$ cat src/rtl/core/cap_pkg.sv
// ----------------------------------------------------------------------------
// cap_pkg
// Shared types and constants for the contrast adjustment pipeline.
// ----------------------------------------------------------------------------
`default_nettype none

package cap_pkg;

  localparam int AMT_W      = 11;    // signed contrast amount
  localparam int NUM_W      = 18;    // dividend width, holds up to 255000
  localparam int DIV_W      = 10;    // divisor width, holds up to 1000
  localparam int Q_W        = 8;     // quotient bits produced by the divider
  localparam int SCALE      = 1000;
  localparam int PIVOT      = 128;
  localparam int AMOUNT_MAX = 1000;

  // Work carried through the divider stages.
  typedef struct packed {
    logic [NUM_W-1:0] rem;     // running remainder, starts as the dividend
    logic [DIV_W-1:0] div;     // divisor
    logic [Q_W-1:0]   quo;     // quotient bits found so far
    logic             sat;     // quotient does not fit in Q_W bits
    logic             pos;     // positive amount: expand away from the pivot
    logic             below;   // sample lies below the pivot
    logic             alpha;   // alpha item, passes through
    logic [7:0]       sample;
  } cap_div_t;

endpackage

`default_nettype wire

$ cat src/rtl/core/cap_divider.sv
// ----------------------------------------------------------------------------
// cap_divider
// Pipelined restoring divider: four stages, two quotient bits per stage,
// with an overflow check in the first stage.
// ----------------------------------------------------------------------------
`default_nettype none

module cap_divider import cap_pkg::*; (
  input  wire logic     clk,
  input  wire logic     rst,
  input  wire logic     en,
  input  wire logic     in_valid,
  input  wire cap_div_t in_data,
  output logic          out_valid,
  output cap_div_t      out_data
);

  localparam int STAGES = Q_W / 2;

  logic [STAGES-1:0] vld;
  logic [STAGES-1:0] src_vld;
  cap_div_t          stg [STAGES];
  cap_div_t          src [STAGES];
  cap_div_t          nxt [STAGES];

  assign src[0]     = in_data;
  assign src_vld[0] = in_valid;

  genvar s;
  generate
    for (s = 0; s < STAGES; s++) begin : g_stage
      if (s > 0) begin : g_link
        assign src[s]     = stg[s-1];
        assign src_vld[s] = vld[s-1];
      end

      always_comb begin
        logic [NUM_W-1:0] shifted;
        logic [2:0]       bi;
        nxt[s] = src[s];
        // The quotient overflows when the dividend reaches divisor * 2^Q_W.
        if (s == 0) begin
          nxt[s].sat = (src[s].rem >= {src[s].div, {Q_W{1'b0}}});
        end
        for (int j = 0; j < 2; j++) begin
          bi      = 3'(Q_W - 1 - 2 * s - j);
          shifted = NUM_W'(nxt[s].div) << bi;
          if (nxt[s].rem >= shifted) begin
            nxt[s].rem     = nxt[s].rem - shifted;
            nxt[s].quo[bi] = 1'b1;
          end
        end
      end

      always_ff @(posedge clk) begin
        if (rst) begin
          vld[s] <= 1'b0;
        end else if (en) begin
          vld[s] <= src_vld[s];
        end
      end

      always_ff @(posedge clk) begin
        if (en) begin
          stg[s] <= nxt[s];
        end
      end
    end
  endgenerate

  assign out_valid = vld[STAGES-1];
  assign out_data  = stg[STAGES-1];

endmodule

`default_nettype wire

$ cat src/rtl/core/contrast_adjust_pixel.sv
// Structure: six register stages, the first loaded at the edge that accepts an item.
// Throughput: one item per cycle unless a valid output is stalled; the four-stage
// divider takes two quotient bits per stage and the whole pipeline advances
// whenever the output register is empty or not stalled.
// Reset: rst clears all valid bits and sets the contrast amount to zero.
// ----------------------------------------------------------------------------
// contrast_adjust_pixel
// Linear contrast curve around 128 for 8-bit components, alpha passes.
// ----------------------------------------------------------------------------
`default_nettype none

module contrast_adjust_pixel import cap_pkg::*; (
  input  wire logic             clk,
  input  wire logic             rst,
  input  wire logic             cfg_write_en,
  input  wire logic [AMT_W-1:0] cfg_write_data,
  input  wire logic             in_valid,
  output logic                  in_stall,
  input  wire logic [7:0]       sample,
  input  wire logic             is_alpha,
  output logic                  out_valid,
  input  wire logic             out_stall,
  output logic [7:0]            adjusted
);

  logic signed [AMT_W-1:0] amount;
  logic signed [AMT_W-1:0] amount_next;
  logic                    en;

  // Amount register, saturated to the legal range on write.
  always_comb begin
    logic signed [AMT_W-1:0] wr;
    wr = $signed(cfg_write_data);
    if (wr > $signed(AMT_W'(AMOUNT_MAX))) begin
      amount_next = AMT_W'(AMOUNT_MAX);
    end else if (wr < -$signed(AMT_W'(AMOUNT_MAX))) begin
      amount_next = -$signed(AMT_W'(AMOUNT_MAX));
    end else begin
      amount_next = wr;
    end
  end

  always_ff @(posedge clk) begin
    if (rst) begin
      amount <= '0;
    end else if (cfg_write_en) begin
      amount <= amount_next;
    end
  end

  assign en       = !out_valid || !out_stall;
  assign in_stall = !en;

  // Stage 1: form dividend and divisor. For a non-positive amount the
  // result is (1000*i + k*(128-i)) / 1000; for a positive one it is
  // 128 +/- 1000*|i-128| / (1000-m), sign applied at the end.
  cap_div_t s1_next;
  cap_div_t s1;
  logic     s1_vld;

  always_comb begin
    logic                    pos;
    logic                    below;
    logic signed [AMT_W-1:0] neg_amt;
    logic [DIV_W-1:0]        k;
    logic signed [8:0]       t;
    logic signed [19:0]      prod;
    logic [NUM_W-1:0]        x_scaled;
    logic signed [20:0]      sum_neg;
    logic [7:0]              delta;
    logic [AMT_W-1:0]        d_full;
    pos      = !amount[AMT_W-1] && (amount != '0);
    below    = (sample < 8'(PIVOT));
    neg_amt  = -amount;
    k        = neg_amt[DIV_W-1:0];
    t        = 9'sd128 - $signed({1'b0, sample});
    prod     = $signed({1'b0, k}) * t;
    x_scaled = NUM_W'(sample * SCALE);
    sum_neg  = $signed({3'b000, x_scaled}) + 21'(prod);
    delta    = below ? (8'(PIVOT) - sample) : (sample - 8'(PIVOT));
    d_full   = AMT_W'(SCALE) - amount;

    s1_next        = '0;
    s1_next.pos    = pos;
    s1_next.below  = below;
    s1_next.alpha  = is_alpha;
    s1_next.sample = sample;
    if (pos) begin
      s1_next.rem = NUM_W'(delta * SCALE);
      // Full contrast leaves a zero divisor; it is taken as one.
      s1_next.div = (amount == AMT_W'(AMOUNT_MAX)) ? DIV_W'(1) : d_full[DIV_W-1:0];
    end else begin
      s1_next.rem = sum_neg[NUM_W-1:0];
      s1_next.div = DIV_W'(SCALE);
    end
  end

  always_ff @(posedge clk) begin
    if (rst) begin
      s1_vld <= 1'b0;
    end else if (en) begin
      s1_vld <= in_valid;
    end
  end

  always_ff @(posedge clk) begin
    if (en) begin
      s1 <= s1_next;
    end
  end

  // Stages 2 to 5: divider.
  logic     dv_vld;
  cap_div_t dv;

  cap_divider u_divider (
    .clk       (clk),
    .rst       (rst),
    .en        (en),
    .in_valid  (s1_vld),
    .in_data   (s1),
    .out_valid (dv_vld),
    .out_data  (dv)
  );

  // Stage 6: apply the sign, clamp, and pass alpha.
  logic [7:0] result;

  always_comb begin
    logic [8:0] up;
    logic       rem_nz;
    rem_nz = (dv.rem != '0);
    up     = {1'b0, dv.quo} + 9'(rem_nz);
    if (dv.alpha) begin
      result = dv.sample;
    end else if (!dv.pos) begin
      result = dv.quo;
    end else if (!dv.below) begin
      result = (dv.sat || dv.quo[7]) ? 8'hFF : (8'(PIVOT) + dv.quo);
    end else begin
      // Below the pivot the division rounds toward minus infinity, so the
      // quotient is rounded up before it is subtracted.
      result = (dv.sat || (up >= 9'(PIVOT))) ? 8'h00 : (8'(PIVOT) - up[7:0]);
    end
  end

  always_ff @(posedge clk) begin
    if (rst) begin
      out_valid <= 1'b0;
    end else if (en) begin
      out_valid <= dv_vld;
    end
  end

  always_ff @(posedge clk) begin
    if (en) begin
      adjusted <= result;
    end
  end

endmodule

`default_nettype wire

$ cat config.mk
export PLATFORM = sky130hd
export DESIGN_NAME = contrast_adjust_pixel
export DESIGN_NICKNAME = d
export VERILOG_FILES = /design/src/rtl/core/cap_pkg.sv /design/src/rtl/core/cap_divider.sv /design/src/rtl/core/contrast_adjust_pixel.sv
export SDC_FILE = /design/constraint.sdc
export NUM_CORES = 1
export LEC_CHECK = 0
export ABC_CLOCK_PERIOD_IN_PS = 7800
export BUFFER_PORTS_ARGS = -buffer_cell sky130_fd_sc_hd__buf_2
export CORE_MARGIN = 2
export CORE_UTILIZATION = 35
export DETAILED_ROUTE_END_ITERATION = 8
export GPL_TIMING_DRIVEN = 0
export HOLD_SLACK_MARGIN = 0.1
export MAX_ROUTING_LAYER = met4
export SLEW_MARGIN = 10
export SYNTH_ARGS = -nofsm -noshare
export SYNTH_HDL_FRONTEND = slang
export SYNTH_SLANG_ARGS = --single-unit
$ cat constraint.sdc
create_clock -name clk -period 7.8 [get_ports clk]
set_input_delay 1.17 -clock clk [delete_from_list [all_inputs] [get_ports clk]]
set_output_delay 1.17 -clock clk [all_outputs]
set_load 0.02 [all_outputs]
==> flow_summary.json, run 1 <==
{
  "tns_ns": 0,
  "synth_xor_area_share_pct": 6.56,
  "grt_antenna_before_repair": 0,
  "io_pins": 35,
  "grt_usage_pct": 15.0,
  "path_buf_inv": 7,
  "ant_nets": 0,
  "cts_tree": "done",
  "n_fill_cell": 5460,
  "outcome": "finished clean",
  "max_stage_delay_ns": 0.52,
  "holdCritStartpoint": "u_divider.stg[1][10]",
  "layout_min_cycle_time_ns": 7.46,
  "startpoint": "sample[0]",
  "synth.most_common_cell": "inv_1",
  "async_reset_ff_share_pct": 0,
  "layout-drive-gt1-share_pct": 7.44,
  "drv_slew": 0,
  "synth_commonest_cells": "269 x inv_1, 222 x ha_1, 217 x edfxtp_1, 149 x nand2_1, 143 x nor2_1",
  "slew-limit-headroom_pct": 30.5,
  "io_buffers": 33,
  "grt_start_max_net_pins": 119,
  "gp_congestion": 0.940,
  "htree_levels": 1,
  "dp.cells": 2763,
  "skew_ns": 0.0131,
  "synth-seq-cells": 234,
  "crit_family": "adder cells",
  "diodes": 0,
  "reg2reg_to": "s1[47]",
  "wl_per_cell_um": 15.1,
  "worstHoldEndpoint": "u_divider.stg[2][10]",
  "post-dp-hpwl_um": 34600,
  "synth_compound_area_share_pct": 11.0,
  "syn2layout_area_growth_pct": 10.6,
  "ff2ff_path_depth": 24,
  "crit_required_ns": 8.06,
  "synth-edff-count": 217,
  "min_delay_path_depth": 0,
  "crit_fanout": 12,
  "via_count": 14042,
  "worstSetupEndpointType": "register",
  "cts_buffers": 26,
  "r2r_slack_ns": 0.47,
  "core_um2": 56500,
  "syn-instance-count": 1973,
  "hp-class": "reg -> reg",
  "syn_avg_cell_area_um2": 10.2,
  "drv_cap": 0,
  "yosysWarnings": 0,
  "vias_per_cell": 4.99,
  "slowest_stage": "fa_1",
  "worst_pin_slew_ns": 1.03,
  "preCtsSetupSlack_ns": -1.07,
  "yosysSeqAreaShare_pct": 34.2,
  "hold_buffers": 0,
  "grt_setup_unrepaired": "no",
  "clock_sinks": 234,
  "wl_um": 42600,
  "synthAdderAreaFrac_pct": 26.1,
  "final_util_pct": 39.2,
  "fin_ws_ns": 0.341,
  "nets": 2406,
  "synth_top_family_by_area": "adder cells",
  "drtIter0Drc": 740,
  "grt_overflow_total": 0,
  "synthesis.nets": 2342,
  "rows": 87,
  "timing.final.crit_share_pct": 95.6,
  "grt_pass1_vias": 14254,
  "cts-root-buf": "clkbuf_16",
  "clkTransAtPathRegs_ns": 0.06,
  "dr.pass1.iters": 5,
  "setup_viol": 0,
  "initial_core_util_pct": 35.5,
  "die_w_um": 243,
  "crit_arrival_ns": 7.72,
  "crit_type": "in -> reg",
  "r2r_start": "amount[0]",
  "chipHeight_um": 243,
  "fmax_ghz": 0.134,
  "clock_path_buffers": 3,
  "synth_cell_types": 70,
  "muxShareOfSynthArea_pct": 2.83,
  "grt_pass1_wl_um": 71500,
  "synth_ff_type": "edfxtp_1",
  "dieArea_um2": 59200,
  "synth.area.top_cells": "edfxtp_1 33%, ha_1 14%, fa_1 12%",
  "hold_viol": 0,
  "yosys.area.top_type": "edfxtp_1",
  "startpoint_type": "input port",
  "synth_top_area_share_pct": 32.5,
  "yosys.area_share.simple_pct": 13.3,
  "drcViolationCount": 0,
  "synth_area_um2": 20000,
  "instances_no_fill": 2813,
  "clk_latency_ns": 0.54
}
## cell families (layout without fill, tap and decap cells)
| group | Yosys count | after routing |
|---|---|---|
| and+or+nand+nor | 536 | 536 |
| adders and majority gates | 344 | 344 |
| AOI/OAI and AO/OA | 343 | 343 |
| buffers and inverters | 314 | 398 |
| DFF | 234 | 234 |
| xor gates and xnor gates | 150 | 150 |
| muxes | 52 | 52 |
## area by class of cell
cell class              instances  area [um^2]  share of cell area (%)
multi-input cells            1425        12000                    54.3
clock buffers                  31          711                    3.21
inverters                     273         1030                    4.64
well taps                     756          946                    4.27
flip-flops and latches        234         6860                    30.9
plain buffers                  40          180                   0.813
repair buffers                 37          221                   0.999
clock inverters                17          178                   0.802
## layout by cell type (no fill, tap or decap), types with 37 or more instances in the layout
cell type / Yosys / final
xnor2_1: 101 / 95
nand2_1: 149 / 148
ha_1: 222 / 222
fa_1: 122 / 122
xor2_1: 49 / 49
a21oi_1: 94 / 93
inv_1: 269 / 268
mux2_2: 37 / 37
o21ai_0: 79 / 76
edfxtp_1: 217 / 217
nor2_1: 143 / 143
## worst register-to-register path, cell delays in order (launching register included)
cell and delay (ns):
dfxtp_1 0.45, clkinv_1 0.32, ha_1 0.36, nand2b_1 0.21, or4_1 0.20, xor2_1 0.56
nand2_1 0.17, fa_1 0.53, inv_1 0.06, fa_1 0.50, inv_1 0.05, fa_1 0.47
fa_1 0.56, inv_1 0.06, fa_1 0.47, ha_1 0.34, nor2b_1 0.14, o21a_1 0.17
o21ai_0 0.15, nand2b_1 0.10, a31o_2 0.27, a41o_1 0.25, o41a_1 0.35, xnor2_2 0.22
a21oi_1 0.09
## per-layer routing
layer  up-vias  GRT usage (%)  share of wire, %  wire length [um]
met3        72           1.53               2.5              1080
li1       6970              -                 -                 -
met2       207           26.4                50             21400
met5         -              -                 0                 0
met1      6793           18.3                45             19000
met4         0           4.01               2.7              1130
## flip-flops by register name, indices dropped and copies added (netlist names)
register / count
u_divider.stg: 170
s1: 39
amount: 11
adjusted: 8
u_divider.src_vld: 3
out_valid: 1
s1_vld: 1
u_divider.out_valid: 1
## worst max path at each step
stage                     depth (start not counted)      to
after floorplan                                  28  s1[47]
after global placement                           29  s1[47]
after detailed placement                         29  s1[47]
after CTS                                        29  s1[47]
after global routing                             27  s1[47]
final                                            27  s1[47]
## repair_timing
| action | 4_1_cts | 5_1_grt |
|---|---|---|
| resized for setup | 5 | 11 |
| buffers inserted | 0 | 3 |
| pin swaps | 0 | 2 |
| endpoints found under the setup margin | 4 | 4 |
## metrics by stage
step / hold WS, ns / instance area [um^2]
finish: 0.414 / 22200
global route: 0.422 / 22200
CTS: 0.419 / 22100
detailed placement: 0.405 / 21200
global placement: 0.400 / 21100
floorplan: 0.400 / 20000
Power of run 1 is left out: the tool's default activity adds up to more than one toggle a clock period on the data nets, which glitch-free logic cannot reach.
==> run 2: changes to the inputs <==
ABC_AREA = 1   (was unset)
==> run 2 against run 1 <==
  * Critical path depth is 1 lower
  * Global-route usage up 1.8 points
  * First-iteration DRC count is 10% higher
  * Sequential cell count stayed put
  * Core utilization shrank 0.29 points
  * Synthesized cell count grew 27%
  * Design area rose by 3.9%
  * Hold slack hardly changed
  * Synthesized area rose by 4.8%
  * Routed wire length is 17% higher
  * Cell count rose by 19%
  * Critical path type unchanged
  * Count of clock-buffer cells in the layout rose by 4
==> flow_summary.json, run 2 <==
{
  "largest_reg_flops": 170,
  "cts_buffers": 25,
  "grt_overflow_total": 0,
  "die_w_um": 249,
  "synth_top_family_by_area": "adder cells",
  "synth_compound_area_share_pct": 8.46,
  "crit_fanout": 12,
  "syn2layout_area_growth_pct": 9.70,
  "synth_cell_types": 55,
  "ant_nets": 0,
  "setup_viol": 0,
  "worstSetupEndpointType": "register",
  "synth.area.top_cells": "edfxtp_1 31%, ha_1 13%, fa_1 12%",
  "crit_arrival_ns": 7.77,
  "diodes": 0,
  "chipHeight_um": 249,
  "cts-root-buf": "clkbuf_16",
  "synth.most_common_cell": "nand2_1",
  "hp-class": "reg -> reg",
  "yosysWarnings": 0,
  "crit_family": "adder cells",
  "cts_tree": "done",
  "initial_core_util_pct": 35.5,
  "io_pins": 35,
  "grt_pass1_wl_um": 83500,
  "clock_sinks": 234,
  "muxShareOfSynthArea_pct": 0,
  "drv_cap": 0,
  "fin_ws_ns": 0.291,
  "synth_ff_type": "edfxtp_1",
  "synth_xor_area_share_pct": 4.34,
  "drtIter0Drc": 815,
  "io_buffers": 34,
  "wl_um": 49900,
  "hold_buffers": 0,
  "layout_commonest_cell": "nand2_1",
  "grt_usage_pct": 16.8,
  "drv_slew": 0,
  "fmax_ghz": 0.133,
  "rows": 89,
  "yosys.area_share.simple_pct": 20.8,
  "yosysSeqAreaShare_pct": 32.7,
  "vias_per_cell": 4.88,
  "path_buf_inv": 7,
  "synth-edff-count": 217,
  "grt_start_max_net_pins": 104,
  "crit_required_ns": 8.06,
  "n_fill_cell": 5933,
  "slew-limit-headroom_pct": 34.4,
  "syn-instance-count": 2499,
  "timing.final.crit_share_pct": 96.3,
  "synthAdderAreaFrac_pct": 24.9,
  "worst_pin_slew_ns": 0.974,
  "layout-drive-gt1-share_pct": 5.65,
  "tns_ns": 0,
  "gp_congestion": 0.911,
  "grt_pass1_vias": 16715,
  "synth_top_area_share_pct": 31.1,
  "htree_levels": 1,
  "yosys.area.top_type": "edfxtp_1",
  "async_reset_ff_share_pct": 0,
  "grt_antenna_before_repair": 0,
  "startpoint_type": "input port",
  "largestRegisters": "u_divider.stg x170, s1 x39, amount x11",
  "dieArea_um2": 61900,
  "synth_area_um2": 21000,
  "synth-seq-cells": 234,
  "clock_path_buffers": 3,
  "crit_top_cell": "fa_1",
  "layout_min_cycle_time_ns": 7.51,
  "nets": 2934,
  "dr.pass1.iters": 5,
  "final_cell_area_um2": 23000,
  "placed_area_um2": 22200,
  "post-dp-hpwl_um": 41300,
  "syn_avg_cell_area_um2": 8.40,
  "skew_ns": 0.0111,
  "crit_type": "in -> reg",
  "max_stage_delay_ns": 0.56,
  "via_count": 16387,
  "clkTransAtPathRegs_ns": 0.06,
  "outcome": "finished clean",
  "slowest_stage": "fa_1",
  "core_um2": 59100,
  "top_register": "u_divider.stg",
  "clk_latency_ns": 0.53,
  "wl_per_cell_um": 14.9,
  "synthesis.nets": 2868,
  "synth_commonest_cells": "545 x nand2_1, 447 x inv_1, 222 x ha_1, 217 x edfxtp_1, 182 x nor2_1",
  "final_cell_mix": "544 x nand2_1, 446 x inv_1, 222 x ha_1",
  "preCtsSetupSlack_ns": -0.534,
  "hold_viol": 0,
  "drcViolationCount": 0
}
## run 2: metrics by stage
step	util [%]	std cells	hold slack, ns
2_1_floorplan	-	2499	0.400
3_3_place_gp	37.4	3306	0.401
3_5_place_dp	37.5	3309	0.405
4_1_cts	38.8	3354	0.415
5_1_grt	38.9	3356	0.414
6_report	38.9	3356	0.414
## run 2: worst reg2reg max path, delay by kind of cell (launching register included)
| family | cells | cell delay, ns |
|---|---|---|
| flops | 1 | 0.35 |
| simple gates | 7 | 0.86 |
| fa+ha+maj | 7 | 3.30 |
| xor+xnor | 1 | 0.28 |
| compound gates | 5 | 0.79 |
| buf+inv | 11 | 1.31 |
## run 2: worst paths after layout
check | slack, ns | start | depth (start not counted) | end
max | 0.29 | sample[0] | 26 | s1[46]
min | 0.41 | u_divider.stg[2][2] | 0 | u_divider.stg[3][2]
max reg2reg | 0.65 | amount[0] | 31 | s1[46]
min reg2reg | 0.41 | u_divider.stg[2][2] | 0 | u_divider.stg[3][2]
## run 2: timing repair
| action | 4_1_cts | 5_1_grt |
|---|---|---|
| setup endpoints to repair | 0 | 8 |
| gates resized for setup | 0 | 12 |
| buffers inserted | 0 | 2 |
## run 2: metal layers
| layer | vias up | wire length, um | GRT usage, % | part of all wire, % |
|---|---|---|---|---|
| li1 | 8319 | - | - | - |
| met1 | 7772 | 22500 | 20.7 | 45 |
| met2 | 229 | 24800 | 29.7 | 50 |
| met3 | 67 | 1440 | 1.58 | 2.9 |
| met4 | 0 | 1100 | 3.77 | 2.2 |
| met5 | - | 0 | - | 0 |
## run 2: logic make-up after synthesis
group / after synthesis
and+or+nand+nor: 1015
buffers and inverters: 482
adders and majority gates: 344
AOI/OAI and AO/OA: 320
DFF: 234
xor gates and xnor gates: 104
## run 2: final cells by class
class	count	area, um^2	share of cell area (%)
Timing Repair Buffer	39	250	1.09
Buffer	29	169	0.734
Tap cell	773	967	4.20
Inverter	453	1700	7.40
Clock inverter	10	62.6	0.272
Multi-Input combinational cell	1783	12300	53.5
Clock buffer	35	703	3.05
Sequential cell	234	6860	29.8
Power of run 2 is left out for the same reason.
==> run 3: changes to the inputs <==
ABC_CLOCK_PERIOD_IN_PS = 8900   (was 7800)
clock period = 8.9 ns   (was 7.8 ns; I/O delays follow)
==> run 3 against run 2 <==
  * Clock skew rose by 0.011 ns
  * Core utilization rose by 0.17 points
  * First-iteration DRC count rose by 7.6%
  * Design area rose by 0.45%
  * Sequential share of layout area fell by 0.13 points
  * Count of clock-buffer cells in the layout fell by 5
==> flow_summary.json, run 3 (synthesized netlist as in run 2, its figures left out) <==
{
  "fmax_ghz": 0.124,
  "hp-class": "reg -> reg",
  "cts-root-buf": "clkbuf_16",
  "layout_commonest_cell": "nand2_1",
  "crit_type": "in -> reg",
  "nets": 2935,
  "grt_overflow_total": 0,
  "grt_pass1_vias": 16957,
  "grt_start_max_net_pins": 70,
  "vias_per_cell": 4.89,
  "layout_min_cycle_time_ns": 8.08,
  "final_cell_mix": "544 x nand2_1, 447 x inv_1, 222 x ha_1",
  "slew-limit-headroom_pct": 33.0,
  "drcViolationCount": 0,
  "hold_buffers": 0,
  "largest_reg_flops": 170,
  "crit_family": "adder cells",
  "grtUsageMet2_pct": 29.6,
  "cts_tree": "done",
  "die_w_um": 249,
  "io_buffers": 34,
  "htree_levels": 1,
  "initial_core_util_pct": 35.5,
  "grt_usage_pct": 16.9,
  "chipHeight_um": 249,
  "grt_use_met3_pct": 1.83,
  "met1_usage_pct": 20.8,
  "clock_sinks": 234,
  "gp_congestion": 0.924,
  "grt_pass1_wl_um": 84400,
  "outcome": "finished clean",
  "dr.pass1.iters": 5,
  "clock_path_buffers": 3,
  "busiest_layer": "met2",
  "drv_slew": 0,
  "grt_setup_unrepaired": "no",
  "largestRegisters": "u_divider.stg x170, s1 x39, amount x11",
  "setup_viol": 0,
  "clk_latency_ns": 0.56,
  "clkTransAtPathRegs_ns": 0.06,
  "ant_nets": 0,
  "worst_pin_slew_ns": 0.994,
  "max_stage_delay_ns": 0.75,
  "top_register": "u_divider.stg",
  "startpoint_type": "input port",
  "crit_fanout": 12,
  "drtIter0Drc": 877,
  "skew_ns": 0.0217,
  "grt_antenna_before_repair": 0,
  "via_count": 16430,
  "timing.final.crit_share_pct": 90.7,
  "post-dp-hpwl_um": 41300,
  "crit_arrival_ns": 8.34,
  "rows": 89,
  "cts.repair.resized": 0,
  "holdWs_ns": 0.405,
  "slowest_stage": "xor2_1",
  "dieArea_um2": 61900,
  "drv_cap": 0,
  "cts_buffers": 27,
  "postCtsSetupBuffers": 0,
  "worstSetupEndpointType": "register",
  "hold_viol": 0,
  "layout-drive-gt1-share_pct": 5.53,
  "crit_required_ns": 9.17,
  "syn2layout_area_growth_pct": 10.2,
  "io_pins": 35,
  "path_buf_inv": 8,
  "wl_um": 49900,
  "core_um2": 59100,
  "wl_per_cell_um": 14.9,
  "diodes": 0
}
==> run 3: changes by cell type in the layout (fill, tap and decap cells not counted), sizes merged <==
cell,delta
clkinv,+4
inv,+5
clkinvlp,-4
clkbuf,-6
bufinv,+4
==> run 3: worst paths after layout <==
path	startpoint	end	slack (ns)	depth (start not counted)
hold / removal	s1[10]	u_divider.stg[0][10]	0.40	0
setup / recovery	sample[0]	s1[45]	0.82	27
setup reg to reg	amount[0]	s1[45]	1.60	30
hold reg to reg	s1[10]	u_divider.stg[0][10]	0.40	0
==> run 3: area by class of cell <==
cell class / count / area [um^2]
plain buffers: 29 / 165
well taps: 773 / 967
inverters: 453 / 1700
multi-input cells: 1783 / 12300
repair buffers: 38 / 260
clock buffers: 30 / 687
clock inverters: 19 / 216
fillers: 5970 / 36000
flip-flops and latches: 234 / 6860
==> run 3: metal layers <==
layer	up-vias	share of wire (%)
met3	80	3.2
li1	8324	-
met2	259	49
met1	7767	45
met4	0	2.5
met5	-	0
==> run 3: through the flow <==
stage	instance area (um^2)	setup slack [ns]	util (%)	setup TNS (ns)	cells
floorplan	21000	0.289	-	0	2499
global route	23100	0.338	39.1	0	3359
finish	23100	0.824	39.1	0	3359
global placement	22100	-2.02	37.4	-6.20	3306
CTS	23100	0.937	39.1	0	3359
detailed placement	22200	0.354	37.6	0	3310
Power of run 3 is left out for the same reason.
